`config.mk`:
```
export PLATFORM = sky130hd
export DESIGN_NAME = tea_skid
export DESIGN_NICKNAME = d
export VERILOG_FILES = /design/src/hdl/tea_pkg.sv /design/src/hdl/tea_skid.sv
export SDC_FILE = /design/constraint.sdc
export NUM_CORES = 1
export LEC_CHECK = 0
export ABC_AREA = 1
export BUFFER_PORTS_ARGS = -buffer_cell sky130_fd_sc_hd__clkbuf_2
export CAP_MARGIN = 10
export CORE_ASPECT_RATIO = 1.5
export CORE_MARGIN = 5
export CORE_UTILIZATION = 50
export CTS_BUF_LIST = sky130_fd_sc_hd__clkbuf_8 sky130_fd_sc_hd__clkbuf_16
export DETAILED_ROUTE_END_ITERATION = 8
export GPL_TIMING_DRIVEN = 0
export PLACE_DENSITY_LB_ADDON = 0.3
export SLEW_MARGIN = 5
export SYNTH_ARGS = -nofsm -noshare
export SYNTH_HDL_FRONTEND = slang
export SYNTH_SLANG_ARGS = --single-unit
```
`constraint.sdc`:
```
create_clock -name aclk -period 4.72 [get_ports aclk]
set_input_delay 0.944 -clock aclk [delete_from_list [all_inputs] [get_ports aclk]]
set_output_delay 0.944 -clock aclk [all_outputs]
set_load 0.02 [all_outputs]
```
`src/hdl/tea_pkg.sv`:
```
`timescale 1ns / 1ps
`default_nettype none
// ----------------------------------------------------------------------------
// tea_pkg
// Shared types and constants of the TEA block cipher pipeline.
// ----------------------------------------------------------------------------
package tea_pkg;

    localparam int WORD_W = 32;
    localparam int ROUND_COUNT_DEF = 32;
    localparam int CFG_INDEX_W = 2;

    localparam logic [WORD_W-1:0] TEA_DELTA = 32'h9e37_79b9;

    localparam logic CMD_ENCRYPT = 1'b0;
    localparam logic CMD_DECRYPT = 1'b1;

    localparam logic [CFG_INDEX_W-1:0] REG_KEY_WORD0 = 2'd0;
    localparam logic [CFG_INDEX_W-1:0] REG_KEY_WORD1 = 2'd1;
    localparam logic [CFG_INDEX_W-1:0] REG_KEY_WORD2 = 2'd2;
    localparam logic [CFG_INDEX_W-1:0] REG_KEY_WORD3 = 2'd3;

    typedef logic [WORD_W-1:0] word_t;

    typedef struct packed {
        word_t key0;
        word_t key1;
        word_t key2;
        word_t key3;
    } key_t;

    // One beat travelling down the chain of half-round cells.
    typedef struct packed {
        logic  valid;
        logic  command;
        word_t word_a;
        word_t word_b;
    } beat_t;

    typedef struct packed {
        word_t word_a;
        word_t word_b;
    } result_t;

endpackage
`default_nettype wire

```
`src/hdl/tea_skid.sv`:
```
`timescale 1ns / 1ps
`default_nettype none
// ----------------------------------------------------------------------------
// tea_skid
// Two-entry output buffer. The chain stalls only on the registered full
// flag, so the result side never reaches back to the input side in logic.
// ----------------------------------------------------------------------------
module tea_skid (
    input  wire logic            aclk,
    input  wire logic            aresetn,
    input  wire logic            in_valid,
    input  wire tea_pkg::result_t in_data,
    output logic                 in_ready,
    output logic                 out_valid,
    input  wire logic            out_ready,
    output tea_pkg::result_t     out_data
);

    logic             out_valid_reg;
    logic             out_valid_next;
    logic             spare_valid_reg;
    logic             spare_valid_next;
    tea_pkg::result_t out_data_reg;
    tea_pkg::result_t out_data_next;
    tea_pkg::result_t spare_data_reg;
    tea_pkg::result_t spare_data_next;

    always_comb begin
        out_valid_next   = out_valid_reg;
        spare_valid_next = spare_valid_reg;
        out_data_next    = out_data_reg;
        spare_data_next  = spare_data_reg;
        if (out_valid_reg && !out_ready) begin
            if (in_valid) begin
                spare_valid_next = 1'b1;
                spare_data_next  = in_data;
            end
        end else if (spare_valid_reg) begin
            out_valid_next = 1'b1;
            out_data_next  = spare_data_reg;
            if (in_valid) begin
                spare_data_next = in_data;
            end else begin
                spare_valid_next = 1'b0;
            end
        end else begin
            out_valid_next = in_valid;
            out_data_next  = in_data;
        end
    end

    always_ff @(posedge aclk) begin
        if (!aresetn) begin
            out_valid_reg   <= 1'b0;
            spare_valid_reg <= 1'b0;
        end else begin
            out_valid_reg   <= out_valid_next;
            spare_valid_reg <= spare_valid_next;
        end
        out_data_reg   <= out_data_next;
        spare_data_reg <= spare_data_next;
    end

    assign in_ready  = ~spare_valid_reg;
    assign out_valid = out_valid_reg;
    assign out_data  = out_data_reg;

`ifndef SYNTHESIS
    // The spare entry only fills behind a held output beat.
    assert property (@(posedge aclk) disable iff (!aresetn)
        spare_valid_reg |-> out_valid_reg)
        else $error("tea_skid: spare entry valid without output beat");

    // The chain must freeze while the buffer is full.
    assert property (@(posedge aclk) disable iff (!aresetn)
        in_valid |-> in_ready)
        else $error("tea_skid: beat pushed into full buffer");

    // A taken beat with a spare waiting is followed by the spare.
    assert property (@(posedge aclk) disable iff (!aresetn)
        (out_valid_reg && out_ready && spare_valid_reg) |=>
            (out_valid_reg && out_data_reg == $past(spare_data_reg)))
        else $error("tea_skid: spare beat lost");
`endif

endmodule
`default_nettype wire

```
# == After elaboration in Yosys (flattened, before gate mapping) ==
# Index checks and enable logic that the tools add are counted.
# word_totals
word_cells,20
out_inout_bits,66
regBits,130
input_bits,68
# op_classes
n_mux,9
reduce_logical,3
n_eq_ne,1
bitwise_logic,1
# op_table
operator,count
two-way mux 64 bit,4
two-way mux 1 bit,5
inequality test 2 bit (second input constant),1
nonzero test 2 bit,1
logical AND 1 bit,1
logical NOT 1 bit,1
NOT 1 bit,1

# == Longest topological paths before layout ==
# logic_depth
word_depth,3
ltp_mapped,5
depth_no_buf,5

# == Worst setup path after synthesis ==
# No wires, ideal clock.
# synth_path
path_kind,input to register
start,input port out_ready
end,"register spare_data_reg[0] (netlist name), enable pin"
slack_ns,0.511
setup_time_ns,0.418
arrival_ns,3.791
required_ns,4.302
path_stages,5
n_path_buf,0
path_cell_list,inv_1 -> nand2_1 -> nand2_1 -> nand2_1 -> inv_1
# synth_via
elab_chain_cells,3
# synth_rtl
element,line_no,source
"start, declared",tea_skid.sv:15,"input wire logic out_ready,"
logical NOT 1 bit,tea_skid.sv:33,if (out_valid_reg && !out_ready) begin
logical AND 1 bit,tea_skid.sv:33,
nonzero test 2 bit (no line),n/a,
"end signal, assigned",tea_skid.sv:61,spare_data_reg <= spare_data_next;
"end, declared",tea_skid.sv:25,tea_pkg::result_t spare_data_reg;
# Every way passes these cells.
# A chain may end at the register's enable or synchronous reset.

# == Final worst setup path ==
# layout_path
start,input port out_ready
end,"register spare_data_reg[47] (netlist name), enable pin"
# The elaborated chain is that of the path after synthesis.

==> report_table.html <==
<table>
<tr><th>Metric</th><th>Value</th></tr>
<tr><th colspan="2">Routing</th></tr>
<tr><td>Count of nets left with antenna violations after detail routing</td><td>0</td></tr>
<tr><td>Via density per instance</td><td>4.873</td></tr>
<tr><td>Routed wirelength normalized by instance count</td><td>15.54 um</td></tr>
<tr><td>Total detailed-routing wirelength</td><td>9700 um</td></tr>
<tr><td>Pre-Repair DR Iteration Count</td><td>5</td></tr>
<tr><td>Number of remaining DRC errors</td><td>0</td></tr>
<tr><td>DRC marker count from the first detailed-route iteration</td><td>~170</td></tr>
<tr><td>Via Count</td><td>roughly 3k</td></tr>
<tr><th colspan="2">Finish</th></tr>
<tr><td>Layout-stage area growth over the synthesis result</td><td>30.17%</td></tr>
<tr><td>Number of nets at the end of the flow</td><td>around 570</td></tr>
<tr><td>Design area</td><td>between 0.006 and 0.007 mm2</td></tr>
<tr><td>Layout cell share with drive strength beyond 1</td><td>a little over a third</td></tr>
<tr><td>ANT cells</td><td>0</td></tr>
<tr><th colspan="2">Worst setup path</th></tr>
<tr><td>Peak per-stage delay on the critical path</td><td>0.53 ns</td></tr>
<tr><td>Required time of the worst setup path</td><td>approximately 4.8 ns</td></tr>
<tr><td>Launching element type of the critical path</td><td>input pin</td></tr>
<tr><td>Largest fanout on the critical path</td><td>65</td></tr>
<tr><td>Total buffers and inverters traversed by the critical path</td><td>4</td></tr>
<tr><td>Data arrival time at the worst-slack endpoint</td><td>about 2.8 ns</td></tr>
<tr><td>Cell chain of the critical path</td><td>clkbuf_2, inv_1, nand2_4, nand2_1, nand2_1, inv_2, buf_12</td></tr>
<tr><td>Class of the most critical setup path</td><td>input pin to register</td></tr>
<tr><td>Cell repeated most along the worst path</td><td>nand2_1</td></tr>
<tr><td>Family of cells with the greatest summed delay on the critical path</td><td>buffers and inverters</td></tr>
<tr><td>Critical-path cell with the highest stage delay</td><td>inv_2</td></tr>
<tr><td>Critical path capture point type</td><td>register</td></tr>
<tr><th colspan="2">STA</th></tr>
<tr><td>Share of the cycle needed by the critical path after routing</td><td>a little under three fifths</td></tr>
<tr><td>Highest clock rate</td><td>368.0 MHz</td></tr>
<tr><td>RSZ-0062 raised after global routing</td><td>no</td></tr>
<tr><td>Final setup violation count</td><td>0</td></tr>
<tr><td>Least-Margin Pin Slew</td><td>between 0.9 and 1 ns</td></tr>
<tr><td>Number of max-slew violations in the final report</td><td>0</td></tr>
<tr><td>Layout Skew</td><td>roughly 0.0042 ns</td></tr>
<tr><td>Clock period minus worst slack</td><td>2.718 ns</td></tr>
<tr><td>Final worst setup slack</td><td>2.002 ns</td></tr>
<tr><td>Relative slew margins</td><td>39.24%</td></tr>
<tr><td>Final hold viol count</td><td>0</td></tr>
<tr><th colspan="2">Logic synthesis</th></tr>
<tr><td>Net count after synthesis</td><td>a little over 400</td></tr>
<tr><td>Number of synthesized flops with an enable pin</td><td>~130</td></tr>
<tr><td>Dominant register cell in the synthesized netlist</td><td>edfxtp_1</td></tr>
<tr><td>Distinct cell type count of the synthesized netlist</td><td>11</td></tr>
<tr><td>Library cell with the highest instance count after synthesis</td><td>nand2_1</td></tr>
<tr><td>Post-synth top area share</td><td>approximately four fifths</td></tr>
<tr><td>Post-synth design cell area</td><td>between 0.004 and 0.005 mm2</td></tr>
<tr><td>Post-synthesis instance total</td><td>between 300 and 400</td></tr>
<tr><td>Proportion of synthesized flip-flops having asynchronous set or reset</td><td>0%</td></tr>
<tr><td>Cell types with the largest area share after synthesis</td><td>edfxtp_1, nand2_1, buf_4</td></tr>
<tr><td>Per-instance average area after synthesis</td><td>approximately 14 um2</td></tr>
<tr><td>Share of synthesized area occupied by flip-flops and latches</td><td>81.94%</td></tr>
<tr><td>Top cell type by total area after synthesis</td><td>edfxtp_1</td></tr>
<tr><td>Post-synthesis sequential element count</td><td>130</td></tr>
<tr><td>Most used standard cells in the synthesized netlist</td><td>nand2_1, edfxtp_1, buf_2, buf_4, inv_1</td></tr>
<tr><td>Number of warnings issued by yosys</td><td>0</td></tr>
<tr><th colspan="2">Place</th></tr>
<tr><td>Pre-CTS setup slack</td><td>about 1.5 ns</td></tr>
<tr><td>Half-perimeter wire length of the detailed placement result</td><td>about 6500 um</td></tr>
<tr><td>Post-DP Area</td><td>0.005573 mm2</td></tr>
<tr><td>RD Place Congestion</td><td>roughly 0.79</td></tr>
<tr><td>Number of buffer cells added on primary ports</td><td>133</td></tr>
<tr><th colspan="2">Clocking</th></tr>
<tr><td>H-tree depth reported by CTS</td><td>4</td></tr>
<tr><td>Clock latency of the later-clocked register in the worst-skew pair</td><td>roughly 0.40 ns</td></tr>
<tr><td>Count of hold buffers inserted by post-cts repair</td><td>0</td></tr>
<tr><td>PostCTS Resize Cnt</td><td>0</td></tr>
<tr><td>Number of buffers created by CTS</td><td>17</td></tr>
<tr><td>Cell at the root of the clock tree</td><td>clkbuf_16</td></tr>
<tr><td>Bufs on Longest Clock Path</td><td>2</td></tr>
<tr><td>Register clock-pin slew on the reported worst setup and hold paths</td><td>0.05 ns</td></tr>
<tr><td>Clk sink count</td><td>between 100 and 150</td></tr>
<tr><td>Count of buffers added by post-CTS timing repair for setup</td><td>0</td></tr>
<tr><td>Clock tree from TritonCTS</td><td>built</td></tr>
<tr><th colspan="2">Floorplanning</th></tr>
<tr><td>Die boundary width</td><td>just under 90 um</td></tr>
<tr><td>Count of boundary I/O pins</td><td>~130</td></tr>
<tr><td>Core footprint</td><td>0.009254 mm2</td></tr>
<tr><td>Die outline area</td><td>approximately 0.012 mm2</td></tr>
<tr><td>Die Y</td><td>about 130 um</td></tr>
<tr><td>Row count</td><td>43</td></tr>
<tr><td>Starting utilization of the core area</td><td>approximately 51%</td></tr>
<tr><th colspan="2">Global route</th></tr>
<tr><td>GR Overflow Total</td><td>0</td></tr>
<tr><td>Vias in the first global route</td><td>slightly above 3k</td></tr>
<tr><td>Overall track demand over capacity in global routing</td><td>around 18%</td></tr>
<tr><td>Maximum number of pins on one net before global-route repair</td><td>66</td></tr>
<tr><td>Antenna violations before repair</td><td>0</td></tr>
<tr><td>First-pass GRT wire length</td><td>~15000 um</td></tr>
<tr><th colspan="2">Pwr</th></tr>
<tr><td>Peak ir drop on the vdd network</td><td>0.3603 mV</td></tr>
<tr><td>Tot Pwr</td><td>0.002923 W</td></tr>
<tr><td>Leakage power</td><td>2.760 nW</td></tr>
<tr><td>Pwr per Cell Area</td><td>~470 mW/mm2</td></tr>
<tr><th colspan="2">Outcome</th></tr>
<tr><td>Run status</td><td>finished clean</td></tr>
<tr><th colspan="2">Min path</th></tr>
<tr><td>Worst hold path class</td><td>register to register</td></tr>
<tr><th colspan="2">Job</th></tr>
<tr><td>Number of maximum-capacitance constraint violations</td><td>0</td></tr>
</table>
==> metal layers <==
| metal | vias to the layer above | share of wire [%] | GRT usage, % |
|---|---|---|---|
| met4 | 0 | 2.8 | 9.115 |
| li1 | 1487 | - | - |
| met5 | - | 0 | 0 |
| met3 | 22 | 7.0 | 6.043 |
| met1 | 1418 | 38 | 19.90 |
| met2 | 114 | 52 | 29.18 |
==> final cells by class <==
class	instances	area, um2
multi-input cells	199	757.0
repair buffers	134	685.7
plain buffers	14	91.34
inverters	4	15.01
clock buffers	17	425.4
fillers	713	3084
flip-flops and latches	130	3884
clock inverters	14	171.4
well taps	112	140.1
==> cell usage in the layout, fill, tap and decap left out, drive strengths merged <==
cell type / n
a21oi: 1
buf: 15
bufinv: 4
clkbuf: 150
clkinv: 7
clkinvlp: 2
dfxtp: 2
edfxtp: 128
inv: 5
nand2: 195
nand3: 1
nor2: 2
==> through the flow <==
step	std cells	hold WS, ns	TNS (ns)	util (%)
floorplan	347	0.4905	0	-
global placement	592	0.4935	-55.35	59.92
detailed placement	593	0.5016	0	60.22
CTS	624	0.5178	0	66.67
global route	624	0.5285	0	66.67
finish	624	0.5129	0	66.67
==> report_power, final <==
part / total [W] / internal [W] / switching [W] / leakage, nW
logic: 0.000230 / 0.0000740 / 0.000156 / 1.20
clock network: 0.00132 / 0.000868 / 0.000449 / 0.294
registers: 0.00138 / 0.00135 / 0.0000209 / 1.27
==> path summary, 6_finish.rpt <==
path / startpoint / endpoint / slack (ns) / cells past startpoint
setup / recovery: out_ready / spare_data_reg[47] / 2.00 / 7
hold / removal: spare_data_reg[61] / out_data[61] / 0.51 / 2
setup reg to reg: out_valid / spare_data_reg[47] / 2.32 / 5
hold reg to reg: spare_data_reg[61] / out_data[61] / 0.51 / 2
==> cell families after synthesis <==
group                  Yosys count  share of synthesized area, %
AND/OR/NAND/NOR                198                         15.71
flip-flops                     130                         81.94
AO/OA/AOI/OAI                    1                        0.1055
buffers and inverters           18                         2.244
==> worst register-to-register path: stages, from the launching register on <==
cell,delay (ns)
dfxtp_1,0.40
nand2_4,0.47
nand2_1,0.27
nand2_1,0.10
inv_2,0.53
buf_12,0.30
No activity file was read; power rests on OpenSTA's default activity.
